## src/rtl/ida_pkg.sv

```systemverilog
// Package for the integer to decimal text converter.
// Holds the character codes, BCD digit types and sequencer states.
// No dependencies.
`timescale 1ns / 1ps
`default_nettype none

package ida_pkg;

   localparam int VALUE_W   = 32;
   localparam int DIGITS    = 10;
   localparam int DIGIT_W   = 4;
   localparam int CHAR_W    = 8;
   localparam int IDX_W     = $clog2(DIGITS);
   localparam int CNT_W     = $clog2(VALUE_W);

   localparam logic [CHAR_W-1:0]  CHAR_ZERO  = 8'd48;
   localparam logic [CHAR_W-1:0]  CHAR_MINUS = 8'd45;
   localparam logic [DIGIT_W-1:0] ADD_LIMIT  = 4'd5;
   localparam logic [DIGIT_W-1:0] ADD_FIX    = 4'd3;

   typedef logic [DIGIT_W-1:0] digit_type;
   typedef digit_type [DIGITS-1:0] bcd_type;

   typedef enum logic [2:0] {
      ST_IDLE,
      ST_CONVERT,
      ST_FIND,
      ST_SIGN,
      ST_EMIT
   } state_type;

endpackage

`default_nettype wire

```

## src/rtl/ida_bcd_shift.sv

```systemverilog
// One step of the shift-and-add-three binary to BCD conversion.
// Corrects every digit that is five or more, then shifts one binary bit in.
// Depends on ida_pkg.
`timescale 1ns / 1ps
`default_nettype none

module ida_bcd_shift
   import ida_pkg::*;
(
   input  bcd_type    bcd_cur,
   input  logic       bit_in,
   output bcd_type    bcd_nxt
);

   bcd_type adj;

   always_comb begin
      for (int i = 0; i < DIGITS; i++) begin
         if (bcd_cur[i] >= ADD_LIMIT) begin
            adj[i] = bcd_cur[i] + ADD_FIX;
         end else begin
            adj[i] = bcd_cur[i];
         end
      end
      bcd_nxt[0] = {adj[0][DIGIT_W-2:0], bit_in};
      for (int i = 1; i < DIGITS; i++) begin
         bcd_nxt[i] = {adj[i][DIGIT_W-2:0], adj[i-1][DIGIT_W-1]};
      end
   end

endmodule

`default_nettype wire

```

## src/rtl/int_to_decimal_ascii.sv

```systemverilog
// Top level of the signed 32-bit integer to decimal ASCII text converter.
// Depends on ida_pkg and ida_bcd_shift.
//
// Usage:
// A value is transferred on req_value at a rising edge where start is high
// and busy is low. The block then converts the magnitude to ten BCD digits,
// one bit per cycle through a shared shift-and-add-three unit. ST_FIND
// then locates the leading non-zero digit. The text is then sent most
// significant character first, one character per cycle on rsp_char_code
// with rsp_valid high for that cycle only: a '-' for a negative value,
// then the digits without leading zeros. rsp_last marks the final
// character of the run. busy stays high from the transfer until the final
// character goes onto the outputs. A new value may be transferred while
// the final character is on the outputs. The receiver cannot stall, so
// every character is taken as shown.
// Reset returns the block to idle and discards any run in progress.
`timescale 1ns / 1ps
`default_nettype none

module int_to_decimal_ascii
   import ida_pkg::*;
(
   input  logic                      clock,
   input  logic                      reset,
   input  logic                      start,
   output logic                      busy,
   input  logic signed [VALUE_W-1:0] req_value,
   output logic                      rsp_valid,
   output logic        [CHAR_W-1:0]  rsp_char_code,
   output logic                      rsp_last
);

   state_type          state_ff, state_in;
   logic [VALUE_W-1:0] mag_ff, mag_in;
   logic               neg_ff, neg_in;
   bcd_type            bcd_ff, bcd_in;
   logic [CNT_W-1:0]   cnt_ff, cnt_in;
   logic [IDX_W-1:0]   idx_ff, idx_in;
   logic               valid_ff, valid_in;
   logic [CHAR_W-1:0]  char_ff, char_in;
   logic               last_ff, last_in;

   bcd_type            bcd_step;
   logic [IDX_W-1:0]   lead_idx;

   ida_bcd_shift u_shift (
      .bcd_cur (bcd_ff),
      .bit_in  (mag_ff[VALUE_W-1]),
      .bcd_nxt (bcd_step)
   );

   always_comb begin
      lead_idx = '0;
      for (int i = 0; i < DIGITS; i++) begin
         if (bcd_ff[i] != '0) begin
            lead_idx = IDX_W'(i);
         end
      end
   end

   always_ff @(posedge clock) begin
      if (reset) begin
         state_ff <= ST_IDLE;
         valid_ff <= 1'b0;
      end else begin
         state_ff <= state_in;
         valid_ff <= valid_in;
      end
      mag_ff  <= mag_in;
      neg_ff  <= neg_in;
      bcd_ff  <= bcd_in;
      cnt_ff  <= cnt_in;
      idx_ff  <= idx_in;
      char_ff <= char_in;
      last_ff <= last_in;
   end

   always_comb begin
      state_in = state_ff;
      mag_in   = mag_ff;
      neg_in   = neg_ff;
      bcd_in   = bcd_ff;
      cnt_in   = cnt_ff;
      idx_in   = idx_ff;
      valid_in = 1'b0;
      char_in  = char_ff;
      last_in  = last_ff;
      case (state_ff)
         ST_IDLE: begin
            if (start) begin
               neg_in   = req_value[VALUE_W-1];
               mag_in   = req_value[VALUE_W-1] ? (VALUE_W'(0) - VALUE_W'(req_value))
                                               : VALUE_W'(req_value);
               bcd_in   = '0;
               cnt_in   = '0;
               state_in = ST_CONVERT;
            end
         end
         ST_CONVERT: begin
            bcd_in = bcd_step;
            mag_in = {mag_ff[VALUE_W-2:0], 1'b0};
            cnt_in = cnt_ff + 1'b1;
            if (cnt_ff == CNT_W'(VALUE_W - 1)) begin
               state_in = ST_FIND;
            end
         end
         ST_FIND: begin
            idx_in   = lead_idx;
            state_in = neg_ff ? ST_SIGN : ST_EMIT;
         end
         ST_SIGN: begin
            valid_in = 1'b1;
            char_in  = CHAR_MINUS;
            last_in  = 1'b0;
            state_in = ST_EMIT;
         end
         ST_EMIT: begin
            valid_in = 1'b1;
            char_in  = CHAR_ZERO + CHAR_W'(bcd_ff[idx_ff]);
            last_in  = (idx_ff == '0);
            idx_in   = idx_ff - 1'b1;
            if (idx_ff == '0) begin
               state_in = ST_IDLE;
            end
         end
         default: begin
            state_in = ST_IDLE;
         end
      endcase
   end

   assign busy          = (state_ff != ST_IDLE);
   assign rsp_valid     = valid_ff;
   assign rsp_char_code = char_ff;
   assign rsp_last      = last_ff;

endmodule

`default_nettype wire

```

## config.mk

```make
export PLATFORM = sky130hd
export DESIGN_NAME = int_to_decimal_ascii
export DESIGN_NICKNAME = d
export VERILOG_FILES = /design/src/rtl/ida_pkg.sv /design/src/rtl/ida_bcd_shift.sv /design/src/rtl/int_to_decimal_ascii.sv
export SDC_FILE = /design/constraint.sdc
export NUM_CORES = 1
export LEC_CHECK = 0
export BUFFER_PORTS_ARGS = -buffer_cell sky130_fd_sc_hd__buf_2
export CAP_MARGIN = 20
export CORE_MARGIN = 2
export CORE_UTILIZATION = 38
export CTS_CLUSTER_SIZE = 16
export DETAILED_ROUTE_END_ITERATION = 10
export PLACE_DENSITY = 0.61
export RECOVER_POWER = 100
export SLEW_MARGIN = 20
export SYNTH_ARGS = -nofsm -noshare
export SYNTH_HDL_FRONTEND = slang
export SYNTH_HIERARCHICAL = 1
export SYNTH_SLANG_ARGS = --single-unit
```

## constraint.sdc

```tcl
create_clock -name clock -period 8.1 [get_ports clock]
set_input_delay 0 -clock clock [delete_from_list [all_inputs] [get_ports clock]]
set_output_delay 0 -clock clock [all_outputs]
set_load 0.02 [all_outputs]
```

==> results of run 1 <==
==> flip-flops by register name (all words and copies together) (netlist names) <==
name	cells
bcd_ff	40
mag_ff	32
cnt_ff	5
rsp_char_code	5
idx_ff	4
state_ff	3
neg_ff	1
rsp_last	1
rsp_valid	1
==> cell usage in the layout (no fill, tap or decap), types with 14 or more instances in the layout <==
master and n:
edfxtp_1 88, inv_1 28, and3_1 43, ha_1 24, mux2i_1 21, nor2_1 35, nand2_1 73, a21oi_1 16
xnor2_1 14, o21ai_0 39, nand2b_1 24, clkbuf_1 16, buf_2 33, xor2_1 28
==> timing repair <==
item	4_1_cts	5_1_grt
hold buffers	1	0
setup buffers	0	0
hold endpoints to repair	4	0
gates resized for setup	0	0
==> cell type report <==
type	count	area [um2]	share of cell area
repair buffers	47	228	0.0359
well taps	188	235	0.0371
clock inverters	3	13.8	0.00217
flip-flops and latches	92	2720	0.429
multi-input cells	416	2800	0.441
inverters	28	105	0.0166
clock buffers	13	240	0.0379
==> metal layers <==
metal	GRT usage	vias to the layer above	routed length (um)
met4	0.0343	0	102
li1	-	2090	-
met5	0	-	0
met2	0.249	83	5700
met1	0.196	2015	5380
met3	0.0398	11	531
==> report_power, final <==
part	switching, mW	internal, mW	leakage, nW	total, mW
registers	0.0659	0.622	0.912	0.688
logic	0.180	0.137	1.51	0.316
clock network	0.172	0.206	0.125	0.379
total	0.418	0.965	2.55	1.38
==> cell families (layout without fill, tap and decap cells) <==
family | Yosys count | in the layout | share of synthesized area
AOI/OAI and AO/OA | 102 | 102 | 0.109
xor gates and xnor gates | 42 | 42 | 0.0638
adders and majority gates | 24 | 24 | 0.0520
buffers and inverters | 56 | 91 | 0.0406
DFF | 92 | 92 | 0.472
muxes | 29 | 29 | 0.0677
other | 2 | 3 | 0.00130
and+or+nand+nor | 216 | 216 | 0.194
==> worst max-delay path by stage <==
stage,from,endpoint,slack (ps),depth (start not counted)
after floorplan,state_ff[1],bcd_ff[0],1060,4
after global placement,state_ff[2],mag_ff[0],5290,4
after detailed placement,state_ff[1],mag_ff[1],5180,4
after CTS,state_ff[1],mag_ff[1],5180,4
after global routing,state_ff[0],bcd_ff[21],2960,4
final,state_ff[0],bcd_ff[16],3410,4
==> tightest hold or removal path, cell delays in order <==
cell	delay (ps)
buf_2	100
inv_1	60
nor2_1	50
==> metrics by stage <==
step | setup WS [ps] | instances | power [mW] | instance area [um2] | hold slack, ps
final | 3410 | 787 | 1.38 | 6340 | 31.9
after detailed placement | 5180 | 770 | 1.02 | 6140 | 216
after floorplan | 1060 | 564 | 0.937 | 5770 | 71.6
after global routing | 2960 | 787 | 1.47 | 6340 | 38.3
after global placement | 5290 | 770 | 1.00 | 6140 | 209
after CTS | 5180 | 787 | 1.40 | 6400 | 20.5
==> results.sh, run 1 <==
export IMPL_post_route_drc_count=0
export IMPL_yosysTopAreaCell="edfxtp_1"
export IMPL_postSynthCellCount=563
export IMPL_cts_sinks=92
export IMPL_async_reset_ff_frac=0
export IMPL_endpoint_kind="register"
export IMPL_hp_class="primary input to register"
export IMPL_report_final_slew_viol_count=107
export IMPL_post_route_min_period_ps=4690
export IMPL_hold_start="start"
export IMPL_synthTopCellsByArea="edfxtp_1, ha_1, nand2_1"
export IMPL_drv_cap=3
export IMPL_cts_made_buffers=9
export IMPL_clockRootBuffer="clkbuf_16"
export IMPL_clock_skew_ps=7.23
export IMPL_synth_cell_types=45
export IMPL_die_h_um=127
export IMPL_h_tree_depth=3
export IMPL_path_max_fanout=65
export IMPL_synth_top_flop_cell="edfxtp_1"
export IMPL_crit_required_ps=8080
export IMPL_firstDrtPassIters=4
export IMPL_grt_usage=0.149
export IMPL_crit_path_start_kind="register"
export IMPL_synth_most_common_cell="edfxtp_1"
export IMPL_max_clock_freq_mhz=213
export IMPL_dieArea_um2=16200
export IMPL_avgRoutedWirePerCell_um=14.9
export IMPL_fp_dieW_um=127
export IMPL_holdPathStages=3
export IMPL_slew_headroom=-0.117
export IMPL_start_util=0.384
export IMPL_final_nets=653
export IMPL_grt_max_degree=66
export IMPL_period_share=0.578
export IMPL_p_leak_nw=2.55
export IMPL_coreArea_um2=15000
export IMPL_grt_overflow_total=0
export IMPL_synth_seq_area_share=0.472
export IMPL_synth_edff_count=88
export IMPL_setup_violations=0
export IMPL_synth_seq_cells=92
export IMPL_netlist_area_um2=5770
export IMPL_synthToLayoutAreaGrowth_pct=9.93
export IMPL_r2r_slack_ps=3410
export IMPL_worstMarginPinSlew_ps=1660
export IMPL_cp_top_family="buffers and inverters"
export IMPL_worstPathCellList="clkbuf_1 > nand2_1 > o21ai_0 > buf_4"
export IMPL_clk_latency_ps=350
export IMPL_grt_pass1_vias=4049
export IMPL_nFillCells=1458
export IMPL_critical_path_max_stage_delay_ps=1190
export IMPL_vias=4199
export IMPL_worst_setup_path_type="register to register"
export IMPL_drive_gt1_frac=0.112
export IMPL_violations="max-capacitance violations, max-slew violations"
export IMPL_clock_path_buffers=2
export IMPL_power_density_nw_per_um2=218
export IMPL_cp_slowest_cell="clkbuf_1"
export IMPL_status="finished with violations"
export IMPL_ys_warnings_count=6
export IMPL_irDropWorstVdd_mv=0.106
export IMPL_final_core_util=0.422
export IMPL_avgSynthCellArea_um2=10.2
export IMPL_holdPathEnd="neg_ff"
export IMPL_io_pins=46
export IMPL_hold_violations=0
export IMPL_tns_ps=0
export IMPL_vias_per_cell=5.34
export IMPL_reg2reg_to="bcd_ff[16]"
export IMPL_hpwl_um=8240
export IMPL_drt_wl_total_um=11700
export IMPL_cts_tree="done"
export IMPL_diodes=0
export IMPL_fp_row_count=45
export IMPL_reg2reg_depth=4
export IMPL_clk_pin_slew_ps=60
export IMPL_rsz0062_at_grt="no"
export IMPL_critPathBufInv=2
export IMPL_regToRegStartpoint="state_ff[0]"
export IMPL_postRouteAntennaNets=0
export IMPL_synth_common_cells="edfxtp_1, nand2_1, and3_1"
export IMPL_gp_congestion=0.792
export IMPL_antenna_found_initial=0
export IMPL_io_buffers=42
export IMPL_synth_top_cell_area_share=0.458
export IMPL_grt_pass1_wl_um=19500
export IMPL_crit_arrival_ps=4660
export IMPL_drtIter0Drc=284
Power figures use the tool's default switching activity.
==> inputs of run 2 (changes only) <==
Settings changed: PLACE_DENSITY 0.61 to 0.63.
Clock period 8.1 ns to 4.26 ns, I/O delays scaled along.
==> results.sh, run 2 (synthesis gave the netlist of run 1 again) <==
export IMPL_cp_top_family="buffers and inverters"
export IMPL_critPathBufInv=3
export IMPL_met3_length_um=734
export IMPL_grt_overflow_total=0
export IMPL_top_layer_used="met4"
export IMPL_vias=4264
export IMPL_setup_violations=0
export IMPL_crit_arrival_ps=2950
export IMPL_drtIter0Drc=363
export IMPL_fp_row_count=45
export IMPL_worstMarginPinSlew_ps=1420
export IMPL_fin_cells=788
export IMPL_io_pins=46
export IMPL_crit_required_ps=4360
export IMPL_drv_cap=0
export IMPL_dp_cells=771
export IMPL_dr_wl_met2_um=5570
export IMPL_max_clock_freq_mhz=350
export IMPL_grt_max_degree=48
export IMPL_final_nets=654
export IMPL_postRouteAntennaNets=0
export IMPL_grt_pass1_wl_um=19900
export IMPL_report_final_slew_viol_count=0
export IMPL_endpoint_kind="register"
export IMPL_gp_congestion=0.872
export IMPL_clk_latency_ps=350
export IMPL_status="finished clean"
export IMPL_hp_class="primary input to register"
export IMPL_clockRootBuffer="clkbuf_16"
export IMPL_wl_met1_um=5300
export IMPL_nFillCells=1434
export IMPL_slew_headroom=0.0560
export IMPL_drive_gt1_frac=0.107
export IMPL_total_power_mw=2.69
export IMPL_synthToLayoutAreaGrowth_pct=10.3
export IMPL_vias_per_cell=5.41
export IMPL_worst_setup_path_type="register to register"
export IMPL_fp_dieW_um=127
export IMPL_grt_pass1_vias=4226
export IMPL_final_cell_mix="edfxtp_1, nand2_1, o21ai_0"
export IMPL_reg_largest_list="bcd_ff (40), mag_ff (32)"
export IMPL_irDropWorstVdd_mv=0.213
export IMPL_post_route_min_period_ps=2850
export IMPL_diodes=0
export IMPL_period_share=0.670
export IMPL_h_tree_depth=3
export IMPL_mostFrequentLayoutCell="edfxtp_1"
export IMPL_final_core_util=0.423
export IMPL_firstDrtPassIters=6
export IMPL_cts_sinks=92
export IMPL_largest_reg_flops=40
export IMPL_rsz0062_at_grt="no"
export IMPL_io_buffers=42
export IMPL_worstPathCellList="buf_4 > inv_1 > nor3_1 > clkbuf_1 > nor4_1 > a21o_1"
export IMPL_cts_tree="done"
export IMPL_hold_violations=0
export IMPL_largest_register="bcd_ff"
export IMPL_cp_slowest_cell="clkbuf_1"
export IMPL_clock_path_buffers=2
export IMPL_fin_area_um2=6370
export IMPL_p_leak_nw=2.57
export IMPL_grt_usage=0.152
export IMPL_cts_made_buffers=9
export IMPL_avgRoutedWirePerCell_um=14.9
export IMPL_die_h_um=127
export IMPL_path_max_fanout=47
export IMPL_drt_wl_total_um=11700
export IMPL_hpwl_um=8420
export IMPL_crit_path_start_kind="register"
export IMPL_coreArea_um2=15000
export IMPL_post_route_drc_count=0
export IMPL_dieArea_um2=16200
export IMPL_start_util=0.384
export IMPL_antenna_found_initial=0
export IMPL_power_density_nw_per_um2=423
export IMPL_critical_path_max_stage_delay_ps=1060
export IMPL_tns_ps=0
export IMPL_clk_pin_slew_ps=60
export IMPL_placed_area_um2=6150
export IMPL_clock_skew_ps=5.62
## run 2: cell types whose count changed in the layout (fill, tap and decap cells not counted), moves of 2 or more
cell	before	now
clkinvlp_4	0	2
a21oi_1	16	24
o21ai_0	39	48
a21oi_2	8	0
buf_4	1	3
o21ai_1	10	1
clkbuf_1	16	13
## run 2: worst paths after layout
check | start | end | slack [ps] | depth (start not counted)
min | start | neg_ff | 40 | 3
max | state_ff[0] | mag_ff[31] | 1410 | 6
max reg2reg | state_ff[0] | mag_ff[31] | 1410 | 6
min reg2reg | mag_ff[22] | mag_ff[23] | 530 | 2
## run 2: report_power, final
part           switching [mW]  total, mW  internal [mW]  leakage (nW)
Clock                   0.325      0.794          0.470         0.139
Sequential              0.130       1.31           1.18         0.912
Combinational           0.331      0.586          0.255          1.52
## run 2: cell type report
type / instances / area [um2] / area share
Timing Repair Buffer: 48 / 239 / 0.0375
Clock buffer: 12 / 246 / 0.0387
Tap cell: 188 / 235 / 0.0369
Sequential cell: 92 / 2720 / 0.428
Clock inverter: 4 / 50.0 / 0.00786
Multi-Input combinational cell: 416 / 2770 / 0.435
Inverter: 28 / 105 / 0.0165
## run 2: metrics by stage
stage | setup slack, ps | hold slack, ps
floorplan | 779 | 71.6
global placement | 2170 | 261
detailed placement | 2080 | 269
CTS | 2070 | 21.3
global route | 1120 | 45.9
finish | 1410 | 44.1
## run 2: layer usage
metal / global-route usage / vias up
met5: 0 / -
met4: 0.0472 / 0
met3: 0.0444 / 16
met2: 0.245 / 133
met1: 0.199 / 2018
li1: - / 2097
## run 2: timing repair
action                                 4_1_cts  5_1_grt
gates resized for setup                      0        0
buffers inserted                             0        0
endpoints found under the hold margin        4        0
hold buffers                                 1        0
## run 2: worst min-delay path: cells and delay by family
family	cells	cell delay, ps
AND/OR/NAND/NOR	1	50
buffers and inverters	2	170
==> inputs of run 3 (changes only) <==
Clock period 4.26 ns to 2.3 ns, I/O delays scaled along.
==> results.sh, run 3 (synthesis gave the netlist of run 1 again) <==
export IMPL_hpwl_um=7980
export IMPL_met3_length_um=513
export IMPL_drive_gt1_frac=0.128
export IMPL_vias_per_cell=5.32
export IMPL_coreArea_um2=15000
export IMPL_gp_congestion=0.827
export IMPL_clockRootBuffer="clkbuf_16"
export IMPL_max_clock_freq_mhz=512
export IMPL_synthToLayoutAreaGrowth_pct=11.5
export IMPL_wl_met1_um=5500
export IMPL_grt_pass1_vias=4121
export IMPL_avgRoutedWirePerCell_um=14.7
export IMPL_drt_wl_total_um=11600
export IMPL_endpoint_kind="register"
export IMPL_final_core_util=0.428
export IMPL_drtIter0Drc=282
export IMPL_die_h_um=127
export IMPL_reg_largest_list="bcd_ff (40), mag_ff (32)"
export IMPL_slew_headroom=0.137
export IMPL_path_max_fanout=9
export IMPL_cts_tree="done"
export IMPL_hp_class="primary input to register"
export IMPL_irDropWorstVdd_mv=0.430
export IMPL_hold_violations=0
export IMPL_grt_max_degree=66
export IMPL_antenna_found_initial=0
export IMPL_startpoint="idx_ff[0]"
export IMPL_drv_cap=0
export IMPL_top_layer_used="met4"
export IMPL_report_final_slew_viol_count=0
export IMPL_p_leak_nw=2.60
export IMPL_grt_usage=0.151
export IMPL_firstDrtPassIters=4
export IMPL_power_density_nw_per_um2=773
export IMPL_hold_start="req_value[8]"
export IMPL_start_util=0.384
export IMPL_clock_skew_ps=4.81
export IMPL_largest_reg_flops=40
export IMPL_postRouteAntennaNets=0
export IMPL_crit_arrival_ps=2050
export IMPL_clk_latency_ps=350
export IMPL_worst_setup_path_type="register to register"
export IMPL_fp_row_count=45
export IMPL_post_route_min_period_ps=1950
export IMPL_placed_area_um2=6190
export IMPL_diodes=0
export IMPL_dieArea_um2=16200
export IMPL_final_nets=657
export IMPL_h_tree_depth=3
export IMPL_status="finished clean"
export IMPL_cts_resized=0
export IMPL_grt_overflow_total=0
export IMPL_cts_sinks=92
export IMPL_post_route_drc_count=0
export IMPL_clk_pin_slew_ps=60
export IMPL_post_cts_setup_buffer_count=0
export IMPL_final_cell_mix="edfxtp_1, nand2_1, and3_1"
export IMPL_io_pins=46
export IMPL_worstMarginPinSlew_ps=1290
export IMPL_cts_made_buffers=9
export IMPL_grt_pass1_wl_um=19900
export IMPL_mostFrequentLayoutCell="edfxtp_1"
export IMPL_fin_area_um2=6430
export IMPL_dr_wl_met2_um=5500
export IMPL_crit_path_start_kind="register"
export IMPL_clock_path_buffers=2
export IMPL_largest_register="bcd_ff"
export IMPL_vias=4206
export IMPL_fp_dieW_um=127
export IMPL_crit_required_ps=2390
export IMPL_period_share=0.850
export IMPL_rsz0062_at_grt="no"
export IMPL_io_buffers=42
export IMPL_setup_violations=0
export IMPL_regToRegStartpoint="idx_ff[0]"
-- run 3: area by class of cell --
| cell class | count | area (um2) |
|---|---|---|
| clock buffers | 14 | 274 |
| clock inverters | 2 | 10.0 |
| fillers | 1400 | 8600 |
| flip-flops and latches | 92 | 2720 |
| multi-input cells | 416 | 2820 |
| inverters | 28 | 105 |
| well taps | 188 | 235 |
| repair buffers | 51 | 269 |
-- run 3: layer usage --
| metal | vias to the layer above | global-route usage |
|---|---|---|
| met5 | - | 0 |
| met4 | 0 | 0.0420 |
| met3 | 8 | 0.0369 |
| met2 | 74 | 0.250 |
| met1 | 2026 | 0.199 |
| li1 | 2098 | - |
-- run 3: per-stage QoR --
stage	total power, mW	cells	setup slack [ps]	hold WS [ps]	setup TNS [ps]
CTS	5.03	791	418	19.3	0
global route	5.29	791	215	27.4	0
finish	4.97	791	346	26.7	0
detailed placement	3.60	774	169	266	0
global placement	3.54	774	296	261	0
floorplan	3.27	564	-121	71.6	-9330
-- run 3: worst paths after layout --
check / cells after the start / slack (ps) / endpoint
setup / recovery: 5 / 350 / idx_ff[2]
hold / removal: 3 / 30 / mag_ff[8]
hold reg to reg: 2 / 520 / mag_ff[7]
setup reg to reg: 5 / 350 / idx_ff[2]
-- run 3: power by group --
part           internal, mW  switching [mW]  total, mW
combinational         0.496           0.632       1.13
clock                 0.818           0.607       1.42
sequential             2.19           0.234       2.42
-- run 3: critical path: stages, from the launching register on --
cell and delay (ps):
edfxtp_1 660, clkbuf_1 390, inv_1 90, ha_1 240, xnor2_1 210, o22ai_1 110
-- run 3: repair_timing --
item                                    CTS  global route
endpoints found under the hold margin     4             0
hold buffers                              1             0
endpoints found under the setup margin    0             0
